===== src/rtl/core/mie_pkg.sv =====
`timescale 1ns / 1ps
package mie_pkg;

	localparam int MEM_AW    = 10;
	localparam int MEM_WORDS = 1 << MEM_AW;
	localparam int CLR_W     = (MEM_AW > 5) ? MEM_AW : 5;

	typedef enum logic [5:0] {
		OP_ADD   = 6'd0,  OP_ADDU  = 6'd1,  OP_ADDI  = 6'd2,  OP_ADDIU = 6'd3,
		OP_AND   = 6'd4,  OP_ANDI  = 6'd5,  OP_DIV   = 6'd6,  OP_DIVU  = 6'd7,
		OP_LB    = 6'd8,  OP_LBU   = 6'd9,  OP_LH    = 6'd10, OP_LHU   = 6'd11,
		OP_LUI   = 6'd12, OP_LW    = 6'd13, OP_LWU   = 6'd14, OP_MFHI  = 6'd15,
		OP_MFLO  = 6'd16, OP_MTHI  = 6'd17, OP_MTLO  = 6'd18, OP_MULT  = 6'd19,
		OP_MULTU = 6'd20, OP_NOR   = 6'd21, OP_OR    = 6'd22, OP_ORI   = 6'd23,
		OP_SB    = 6'd24, OP_SH    = 6'd25, OP_SLL   = 6'd26, OP_SLLV  = 6'd27,
		OP_SLT   = 6'd28, OP_SLTI  = 6'd29, OP_SLTIU = 6'd30, OP_SLTU  = 6'd31,
		OP_SRA   = 6'd32, OP_SRAV  = 6'd33, OP_SRL   = 6'd34, OP_SRLV  = 6'd35,
		OP_SUB   = 6'd36, OP_SUBU  = 6'd37, OP_SW    = 6'd38, OP_XOR   = 6'd39,
		OP_XORI  = 6'd40
	} op_e;

	typedef enum logic [2:0] {
		CLS_ALU, CLS_MTHI, CLS_MTLO, CLS_MUL, CLS_DIV, CLS_LOAD, CLS_STORE, CLS_BAD
	} cls_e;

	typedef enum logic [1:0] {
		ST_OK   = 2'd0,
		ST_DIV0 = 2'd1,
		ST_BAD  = 2'd2
	} status_e;

	typedef enum logic [3:0] {
		S_CLEAR, S_IDLE, S_EXEC, S_MEM, S_MUL, S_MULFIX, S_DIV, S_DIVFIX, S_DONE
	} bstate_e;

	typedef struct packed {
		logic [5:0]  kind;
		logic [4:0]  src_reg_s;
		logic [4:0]  src_reg_t;
		logic [4:0]  dst_reg_d;
		logic [15:0] immediate;
		logic [4:0]  shift_amount;
	} in_t;

	typedef struct packed {
		logic        reg_write;
		logic [4:0]  reg_index;
		logic [31:0] reg_value;
		logic [31:0] hi_value;
		logic [31:0] lo_value;
		logic [1:0]  status;
	} out_t;

	// decoded request as it travels from front to back
	typedef struct packed {
		op_e         op;
		cls_e        cls;
		logic        sgn;
		logic [4:0]  rs;
		logic [4:0]  rt;
		logic [4:0]  dst;
		logic [15:0] imm;
		logic [4:0]  sa;
	} dec_t;

	typedef struct packed {
		logic clearing;
	} bk_stat_t;

endpackage


===== src/rtl/core/mie_front.sv =====
`timescale 1ns / 1ps
module mie_front
	import mie_pkg::*;
(
	input  logic in_valid,
	output logic in_ready,
	input  in_t  in_data,
	input  logic clearing,
	input  logic q_full,
	output logic push,
	output dec_t push_data
);

	always_comb begin
		in_ready = !q_full && !clearing;
		push     = in_valid && in_ready;

		push_data.op  = op_e'(in_data.kind);
		push_data.rs  = in_data.src_reg_s;
		push_data.rt  = in_data.src_reg_t;
		push_data.imm = in_data.immediate;
		push_data.sa  = in_data.shift_amount;
		push_data.sgn = 1'b0;
		push_data.cls = CLS_ALU;
		push_data.dst = in_data.dst_reg_d;

		case (op_e'(in_data.kind)) inside
			OP_ADDI, OP_ADDIU, OP_ANDI, OP_LUI, OP_ORI, OP_SLTI, OP_SLTIU, OP_XORI: begin
				push_data.dst = in_data.src_reg_t;
			end
			OP_LB, OP_LBU, OP_LH, OP_LHU, OP_LW, OP_LWU: begin
				push_data.dst = in_data.src_reg_t;
				push_data.cls = CLS_LOAD;
			end
			OP_SB, OP_SH, OP_SW: push_data.cls = CLS_STORE;
			OP_MTHI: push_data.cls = CLS_MTHI;
			OP_MTLO: push_data.cls = CLS_MTLO;
			OP_MULT: begin
				push_data.cls = CLS_MUL;
				push_data.sgn = 1'b1;
			end
			OP_MULTU: push_data.cls = CLS_MUL;
			OP_DIV: begin
				push_data.cls = CLS_DIV;
				push_data.sgn = 1'b1;
			end
			OP_DIVU: push_data.cls = CLS_DIV;
			OP_ADD, OP_ADDU, OP_AND, OP_MFHI, OP_MFLO, OP_NOR, OP_OR, OP_SLL, OP_SLLV,
			OP_SLT, OP_SLTU, OP_SRA, OP_SRAV, OP_SRL, OP_SRLV, OP_SUB, OP_SUBU,
			OP_XOR: push_data.cls = CLS_ALU;
			default: push_data.cls = CLS_BAD;
		endcase
	end

endmodule


===== config.mk =====
export PLATFORM = sky130hd
export DESIGN_NAME = mie_front
export DESIGN_NICKNAME = d
export VERILOG_FILES = /design/src/rtl/core/mie_pkg.sv /design/src/rtl/core/mie_front.sv
export SDC_FILE = /design/constraint.sdc
export NUM_CORES = 1
export LEC_CHECK = 0
export BUFFER_PORTS_ARGS = -buffer_cell sky130_fd_sc_hd__buf_2
export CORE_MARGIN = 5
export CORE_UTILIZATION = 33
export DETAILED_ROUTE_END_ITERATION = 7
export GPL_ROUTABILITY_DRIVEN = 0
export PLACE_DENSITY = 0.82
export SETUP_SLACK_MARGIN = 0.02
export SYNTH_ARGS = -nofsm -noshare
export SYNTH_HDL_FRONTEND = slang
export SYNTH_SLANG_ARGS = --single-unit

===== constraint.sdc =====
create_clock -name vclk -period 1.6
set_input_delay 0.08 -clock vclk [all_inputs]
set_output_delay 0.08 -clock vclk [all_outputs]
set_load 0.01 [all_outputs]

**Yosys cells after proc, flatten, opt, wreduce, memory -nomap -nowiden**

Index checks and enable logic that the tools add are counted.

- Flip-flop bits (word level): 0
- Bits of input ports: 45
- Output and inout port bits: 48
- Word-level logic and storage cells: 69

- Equality and inequality tests: 40
- Multiplexer cells: 20
- Reductions and logical operators: 9

Operator list:

| cell | count |
|---|---|
| equality test 6 x 5 -> 1 bit (second input constant) | 16 |
| equality test 6 bit (second input constant) | 9 |
| equality test 6 x 4 -> 1 bit (second input constant) | 8 |
| two-way mux 3 bit | 10 |
| equality test 6 x 3 -> 1 bit (second input constant) | 4 |
| OR reduction 18 bit | 1 |
| equality test 6 x 2 -> 1 bit (second input constant) | 2 |
| two-way mux 5 bit | 2 |
| two-way mux 1 bit | 8 |
| OR reduction 8 bit | 1 |
| equality test 6 x 1 -> 1 bit (second input constant) | 1 |
| logical NOT 6 bit | 1 |
| OR reduction 6 bit | 1 |
| OR reduction 3 bit | 1 |
| logical AND 1 bit | 2 |
| logical NOT 1 bit | 2 |

**Logic depth before layout (Yosys ltp)**

- Depth after elaboration: 12
- Depth in mapped cells: 5
- Mapped depth without buffers: 4

**Worst setup path after synthesis**

OpenSTA, ideal clock, no wires.

- Path kind: input port to output port
- From: input in_data[37] in the netlist's numbering
- To: output push_data[21] in the netlist's numbering
- Arrival: 1.240 ns
- Required time: 1.520 ns
- Path slack: 0.280 ns
- Stages: 4
- Buffers on the path: 0
- Cell sequence: or4_4 o311ai_2 o2bb2ai_4 mux2_4

RTL lines:

| what | line | source |
|---|---|---|
| from (decl) | mie_front.sv:7 | `input in_t in_data,` |
| to (decl) | mie_front.sv:11 | `output dec_t push_data` |

==> results.yml <==
routing:
  post_drt_via_cell_ratio: 4.90
  drt-pass1-iter-count: 4
  first_iter_violations: 2
  drc: 0
  vias: 608
  wirelength_um: 1910
  wl_per_cell_um: 15.4
  ant_nets: 0
final_layout:
  final_area_um2: 781
  flops_and_latches: 0
  antennaDiodeCount: 0
  regArea_um2: 0
  fin_nets: 144
  nClkBuffers: 0
  area_growth_pct: 12.2
  layout-drive-gt1-share: 0.629
  final_cells: 124
synth:
  synth-compound-area-share: 0.225
  yosysSeqAreaShare: 0
  yosysWarnings: 0
  syn_inst: 90
  synthAdderAreaFrac: 0
  syn-num-nets: 135
  synthTopCellsByArea: "buf_4, mux2_4, o21ai_0"
  yosys.area_share.simple: 0.187
  yosysTopAreaCellShare: 0.421
  synth_commonest_cells: "buf_4, o21ai_0, mux2_4"
  yosysUniqueCellTypes: 30
  syn-cell-area_um2: 696
  yosys.area.top_type: "buf_4"
  synth.most_common_cell: "buf_4"
  avgSynthCellArea_um2: 7.73
  synth-xor-area-share: 0
  synth_top_family_by_area: "buffers and inverters"
  synth_mux_area_frac: 0.122
sta:
  setup_viol: 0
  slew_headroom: 0.777
  worst_slack_ns: 0.0319
  fin_crit_sh: 0.980
  hold_ws_ns: 0.160
  min_period_ns: 1.57
  finalHoldViolCount: 0
  worst_slew_pin_slew_ns: 0.331
  tns_ns: 0
  slew_viol_final: 0
  grt_setup_unrepaired: "true"
  fmax_mhz: 638
grt:
  first_global_vias: 600
  track_usage: 0.109
  overflow: 0
  grt_first_pass_wirelength_um: 2970
  grt_max_degree: 14
  antenna_found_initial: 0
worst_hold_path:
  min_delay_path_depth: 0
  worst_hold_path_type: "in -> out"
placement:
  dp.cells: 122
  placed_cell_area_um2: 674
  io_buffers: 41
  place_ws_ns: 0.00750
  hpwl_um: 1480
floorplanning:
  die_w_um: 55.9
  ioPinCount: 93
  die_area_um2: 3130
  coreArea_um2: 1980
  start_util: 0.351
  rows: 16
  fp.dieH_um: 55.9
clock_tree:
  cts_hold_buf: 0
power:
  max-vdd-ir-drop_v: 0.000111
  leakage_nw: 0.399
  p_per_area_nw_per_um2: 313
setup_path:
  worst_setup_path_end_kind: "primary output"
  start_kind: "primary input"
  critical_path_required_ns: 1.52
  arrival_ns: 1.49
  critPathKind: "in -> out"
  worstPathMaxFanout: 5
flow_run:
  max_cap_violations: 0
outcome:
  status: "complete, no violations"
==> worst max-delay path, cell delays in order <==
cell,delay (ns)
buf_6,0.09
or4_4,0.53
o311ai_4,0.11
o2bb2ai_4,0.21
mux2_4,0.34
buf_6,0.12
==> final cells by class <==
cell class | instances | area [um2]
multi-input cells | 44 | 410
inverters | 3 | 11.3
repair buffers | 50 | 325
fillers | 215 | 1200
well taps | 27 | 33.8
==> placed cells by master (no fill, tap or decap), types with 3 or more instances in the layout <==
| master | synthesis | layout |
|---|---|---|
| nor2b_1 | 3 | 3 |
| nor2_1 | 4 | 4 |
| inv_1 | 3 | 3 |
| buf_2 | 4 | 34 |
| o21ai_0 | 6 | 6 |
| mux2_4 | 5 | 5 |
| a21oi_1 | 4 | 4 |
| buf_4 | 39 | 9 |
| buf_6 | 0 | 6 |
==> kinds of logic after synthesis <==
group / count (synthesis)
buf+inv: 46
compound gates: 19
mux: 6
simple gates: 19
==> metrics by stage <==
step	util	total power, mW
2_1_floorplan	-	0.208
3_3_place_gp	0.340	0.201
3_5_place_dp	0.340	0.206
4_1_cts	0.358	0.223
5_1_grt	0.394	0.266
6_report	0.394	0.245
==> what timing repair did <==
item | CTS | global route
setup buffers | 0 | 2
resized for setup | 5 | 11
endpoints found under the setup margin | 5 | 5
pin swaps | 1 | 4
==> worst paths after layout <==
kind               startpoint       endpoint
hold / removal    in_data[11]  push_data[11]
setup / recovery  in_data[37]  push_data[24]
==> routing by layer <==
metal / track usage / wire, um
met5: 0 / 0
met4: 0.0339 / 43
met3: 0.0534 / 311
met2: 0.176 / 890
met1: 0.125 / 665
==> where the power goes <==
part	switching (mW)	internal (mW)
sequential	0	0
combinational	0.112	0.132
clock	0	0
(Power assumes the default switching activity.)
