===== src/rtl/core/mie_pkg.sv =====
`timescale 1ns / 1ps
package mie_pkg;

	localparam int MEM_AW    = 10;
	localparam int MEM_WORDS = 1 << MEM_AW;
	localparam int CLR_W     = (MEM_AW > 5) ? MEM_AW : 5;

	typedef enum logic [5:0] {
		OP_ADD   = 6'd0,  OP_ADDU  = 6'd1,  OP_ADDI  = 6'd2,  OP_ADDIU = 6'd3,
		OP_AND   = 6'd4,  OP_ANDI  = 6'd5,  OP_DIV   = 6'd6,  OP_DIVU  = 6'd7,
		OP_LB    = 6'd8,  OP_LBU   = 6'd9,  OP_LH    = 6'd10, OP_LHU   = 6'd11,
		OP_LUI   = 6'd12, OP_LW    = 6'd13, OP_LWU   = 6'd14, OP_MFHI  = 6'd15,
		OP_MFLO  = 6'd16, OP_MTHI  = 6'd17, OP_MTLO  = 6'd18, OP_MULT  = 6'd19,
		OP_MULTU = 6'd20, OP_NOR   = 6'd21, OP_OR    = 6'd22, OP_ORI   = 6'd23,
		OP_SB    = 6'd24, OP_SH    = 6'd25, OP_SLL   = 6'd26, OP_SLLV  = 6'd27,
		OP_SLT   = 6'd28, OP_SLTI  = 6'd29, OP_SLTIU = 6'd30, OP_SLTU  = 6'd31,
		OP_SRA   = 6'd32, OP_SRAV  = 6'd33, OP_SRL   = 6'd34, OP_SRLV  = 6'd35,
		OP_SUB   = 6'd36, OP_SUBU  = 6'd37, OP_SW    = 6'd38, OP_XOR   = 6'd39,
		OP_XORI  = 6'd40
	} op_e;

	typedef enum logic [2:0] {
		CLS_ALU, CLS_MTHI, CLS_MTLO, CLS_MUL, CLS_DIV, CLS_LOAD, CLS_STORE, CLS_BAD
	} cls_e;

	typedef enum logic [1:0] {
		ST_OK   = 2'd0,
		ST_DIV0 = 2'd1,
		ST_BAD  = 2'd2
	} status_e;

	typedef enum logic [3:0] {
		S_CLEAR, S_IDLE, S_EXEC, S_MEM, S_MUL, S_MULFIX, S_DIV, S_DIVFIX, S_DONE
	} bstate_e;

	typedef struct packed {
		logic [5:0]  kind;
		logic [4:0]  src_reg_s;
		logic [4:0]  src_reg_t;
		logic [4:0]  dst_reg_d;
		logic [15:0] immediate;
		logic [4:0]  shift_amount;
	} in_t;

	typedef struct packed {
		logic        reg_write;
		logic [4:0]  reg_index;
		logic [31:0] reg_value;
		logic [31:0] hi_value;
		logic [31:0] lo_value;
		logic [1:0]  status;
	} out_t;

	// decoded request as it travels from front to back
	typedef struct packed {
		op_e         op;
		cls_e        cls;
		logic        sgn;
		logic [4:0]  rs;
		logic [4:0]  rt;
		logic [4:0]  dst;
		logic [15:0] imm;
		logic [4:0]  sa;
	} dec_t;

	typedef struct packed {
		logic clearing;
	} bk_stat_t;

endpackage


===== src/rtl/core/mie_queue.sv =====
`timescale 1ns / 1ps
module mie_queue
	import mie_pkg::*;
(
	input  logic clk,
	input  logic arst_n,
	input  logic push,
	input  dec_t push_data,
	output logic full,
	output logic valid,
	output dec_t data,
	input  logic pop
);

	dec_t       ent_q [2];
	logic       wr_q;
	logic       rd_q;
	logic [1:0] cnt_q;

	assign full  = (cnt_q == 2'd2);
	assign valid = (cnt_q != 2'd0);
	assign data  = ent_q[rd_q];

	always_ff @(posedge clk or negedge arst_n) begin
		if (!arst_n) begin
			wr_q  <= 1'b0;
			rd_q  <= 1'b0;
			cnt_q <= 2'd0;
		end else begin
			if (push) begin
				wr_q <= !wr_q;
			end
			if (pop) begin
				rd_q <= !rd_q;
			end
			if (push && !pop) begin
				cnt_q <= cnt_q + 2'd1;
			end else if (pop && !push) begin
				cnt_q <= cnt_q - 2'd1;
			end
		end
	end

	always_ff @(posedge clk) begin
		if (push) begin
			ent_q[wr_q] <= push_data;
		end
	end

endmodule


===== config.mk =====
export PLATFORM = sky130hd
export DESIGN_NAME = mie_queue
export DESIGN_NICKNAME = d
export VERILOG_FILES = /design/src/rtl/core/mie_pkg.sv /design/src/rtl/core/mie_queue.sv
export SDC_FILE = /design/constraint.sdc
export NUM_CORES = 1
export LEC_CHECK = 0
export BUFFER_PORTS_ARGS = -buffer_cell sky130_fd_sc_hd__buf_4
export CORE_AREA = 5 5 96 98
export DETAILED_ROUTE_END_ITERATION = 7
export DIE_AREA = 0 0 101 103
export PLACE_DENSITY = 0.75
export SYNTH_ARGS = -nofsm -noshare
export SYNTH_HDL_FRONTEND = slang
export SYNTH_SLANG_ARGS = --single-unit

===== constraint.sdc =====
create_clock -name clk -period 5.7 [get_ports clk]
set_input_delay 0.285 -clock clk [delete_from_list [all_inputs] [get_ports clk]]
set_output_delay 0.285 -clock clk [all_outputs]
set_load 0.03 [all_outputs]

# Word level (Yosys, flattened, before mapping)
# Memory sizes are Yosys's and may differ from the RTL's.
# Index checks and enable logic that the tools add are counted.
word_totals:
  register_bits: 4
  latchBits: 0
  ramBits: 92
  rom_bits: 0
  inputBits: 50
  elab_cells: 19
  n_memories: 1
memory_table:
  columns: ["name", "words", "word_bits", "rd", "rd_ports_with_merged_regs", "write_ports", "line_no", "source"]
  rows:
  - ["ent_q", 2, 46, 1, 0, 1, "mie_queue.sv:15", "dec_t ent_q [2];"]
op_classes:
  addsub: 2
  n_mul: 0
  n_div: 0
  magnitude_cmp: 0
  n_eq_ne: 1
  shifts: 0
  n_mux: 4
  n_bitwise: 0
  n_reduce_logical: 8
op_table:
  columns: ["operator", "n"]
  rows:
  - ["logical NOT 1 bit", 4]
  - ["2-to-1 mux 2 bit", 2]
  - ["nonzero test 2 bit", 2]
  - ["adder 2 x 1 -> 2 bit (second input constant)", 1]
  - ["equality test 2 bit (second input constant)", 1]
  - ["logical AND 1 bit", 2]
  - ["2-to-1 mux 1 bit", 2]
  - ["subtractor 2 x 1 -> 2 bit (second input constant)", 1]

# Longest topological paths before layout
depth:
  ltp_word: 4
  mapped_depth: 5
  ltp_nobuf: 5

# Least setup slack after synthesis
# Ideal clock, no wire load.
synth_timing:
  path_kind: "flip-flop to flip-flop"
  start: "register wr_q"
  end: "memory ent_q[0][0] (netlist name), enable pin"
  setup_time_ns: 0.455
  arrival_time_ns: 2.457
  t_required_ns: 5.245
  slack_ns: 2.788
  stages_incl_launch_ff: 2
  path_cell_list: "dfrtp_1 nor2b_1"
synth_lines:
  columns: ["element", "line_no", "source"]
  rows:
  - ["from (decl)", "mie_queue.sv:16", "logic wr_q;"]
  - ["from (signal assigned)", "mie_queue.sv:31", "wr_q <= !wr_q;"]
  - ["to (decl)", "mie_queue.sv:15", null]
# No word-level cell before the write port.

==> out/results.ini <==
[routing]
drt-total-wl_mm = 6.02
wire_per_inst_um = 15.9
drt_iter0_markers = 56
vias = 1777
dr.pass1.iters = 4
routed_via_density = 4.70
drc_errors = 0
ant_nets = 0

[cells_and_area]
drive_above_1_share_pct = 60.0
finalNonFillerCells = 378
area_growth_syn_to_layout_pct = 27.9
fin_util_pct = 55.4
fin_area_um2 = 4650
fin_nets = 316
n_antenna_cell = 0

[clock_tree]
ctsRootBufferMaster = clkbuf_8
clk_pin_slew_ns = 0.08
h-tree-depth = 3
clockBufferDepth = 2
cts_setup_buffers = 0
clkLatencyLatePin_ns = 0.35
cts-buffers-inserted = 9
cts_tree = done
cts.sinks = 96

[pwr]
pwr_density_cell_nw_per_um2 = 505
p_leak_nw = 1.82
p_total_mw = 2.35
peakVddDrop_mv = 0.302

[sta]
timing.setup.tns_ns = 0
setup_violations = 0
rsz0062_at_grt = no
drv_slew = 0
fin_crit_sh_pct = 38.5
worstMarginPinSlew_ns = 1.10
fin_skew_ns = 0.00755
maxSlewHeadroom_pct = 26.9
min_period_ns = 2.20
hold_viol = 0
fmax_mhz = 455

[placed_design]
dpl.hpwl_mm = 3.98
placed_cell_area_um2 = 4470
io_buffers = 97
place_congestion = 0.700
dpl.cell_count = 361

[floorplan]
die_w_um = 101
io_pins = 98
start_util_pct = 43.3
fp.dieArea_um2 = 10400
core_area_um2 = 8380
row_count = 34
die_h_um = 103

[critical_path]
crit_top_cell = buf_4
slowest_delay_ns = 0.62
crit_slowest_cell = buf_4
end_kind = output pin
reg2regPathDepth = 2
worst-setup-path-type = register to output pin
rr_startpoint = wr_q
rrSetupSlack_ns = 3.90
cp.arrival_ns = 1.91
crit_chain = buf_4 > mux2_2 > buf_4
required_ns = 5.41
cp_max_fo = 47
cp-start-kind = register
r2r_end = ent_q[0][2]

[global_routing]
track_usage_pct = 12.0
grt-ovfl-total = 0
grt_antenna_before_repair = 0
grt_pass1_wl_mm = 9.29
grt_start_max_net_pins = 48
grt_pass1_vias = 1903

[min_path]
hold_end = rd_q
hold_depth = 2
hold_path_class = input port to register
min_from = pop

[yosys]
syn_area_um2 = 3630
ys_types = 14
synth_nets = 210
synth-seq-area-share_pct = 78.8
synth_cells = 159
yosys_warnings = 0
avgSynthCellArea_um2 = 22.8
synth.ff_latch_count = 96

[flow_run]
max_cap_violations = 0

[run_status]
outcome = finished, final reports clean

per-layer routing:
metal / up-vias / GRT usage, % / share of wire [%]
li1: 829 / - / -
met4: 0 / 4.29 / 1.2
met3: 7 / 5.28 / 7.9
met5: - / 0 / 0
met2: 62 / 20.8 / 53
met1: 879 / 13.3 / 38
layout make-up:
cell class,instances,area (um2)
well taps,108,135
multi-input cells,57,724
inverters,1,3.75
clock inverters,4,31.3
fillers,672,3730
clock buffers,12,135
repair buffers,100,753
flip-flops and latches,96,2860
kinds of logic (layout without fill, tap and decap cells):
| kind of cell | count (synthesis) | in the layout | synth area share, % |
|---|---|---|---|
| mux | 46 | 46 | 17.4 |
| xor+xnor | 5 | 5 | 1.21 |
| buf+inv | 6 | 117 | 1.48 |
| fa+ha+maj | 1 | 1 | 0.344 |
| flops | 96 | 96 | 78.8 |
| simple gates | 5 | 5 | 0.792 |
worst max path at each step:
stage | from | end | slack [ns] | cells past startpoint
after floorplan | wr_q | ent_q[0][0] | 2.79 | 1
after global placement | push | ent_q[0][5] | 3.86 | 3
after detailed placement | push | ent_q[0][5] | 3.84 | 3
after CTS | rd_q | data[32] | 3.46 | 3
after global routing | rd_q | data[32] | 3.39 | 3
final | rd_q | data[42] | 3.50 | 3
flip-flops by register name (all words and copies together), names as in the netlist:
signal,cells
cnt_q,2
ent_q,92
rd_q,1
wr_q,1
per-stage QoR:
stage / worst slack (ns) / hold WS (ns)
detailed placement: 3.84 / 0.0833
CTS: 3.46 / 0.0952
finish: 3.50 / 0.116
global placement: 3.86 / 0.0842
global route: 3.39 / 0.0819
floorplan: 2.79 / -0.0106
cells in the mapped netlist (all sizes together):
cell	count	area (um2)
edfxtp	92	2760
mux2	46	631
buf	5	50.0
dfrtp	4	100
xor2	4	35.0
nor2b	2	12.5
and2	1	6.26
ha	1	12.5
inv	1	3.75
nor2	1	3.75
or2	1	6.26
xnor2	1	8.76
power by group:
group	internal [mW]	switching (mW)	leakage, nW
Clock	0.160	0.219	0.0728
Sequential	0.939	0.0396	0.909
Combinational	0.427	0.560	0.840
what timing repair did:
action,in CTS,in global routing
hold buffers,1,0
resized for setup,0,0
hold endpoints to repair,4,0
setup endpoints to repair,0,0
layout by cell type, fill, tap and decap left out:
cell	instances
clkbuf_8	9
inv_1	1
xor2_1	4
or2_2	1
xnor2_1	1
clkinvlp_4	3
nor2b_4	1
dlygate4sd3_1	1
edfxtp_1	92
clkbuf_1	3
dfrtp_1	3
mux2_2	16
dfrtp_2	1
nor2_1	1
clkinv_4	1
ha_1	1
nor2b_1	1
and2_2	1
mux2_4	30
buf_4	99
worst max-delay path, delay by kind of cell, from the launching register on:
family / cells / cell delay [ns]
buffers and inverters: 2 / 0.79
multiplexers: 1 / 0.42
flip-flops: 1 / 0.35
No activity file was read; power rests on OpenSTA's default activity.
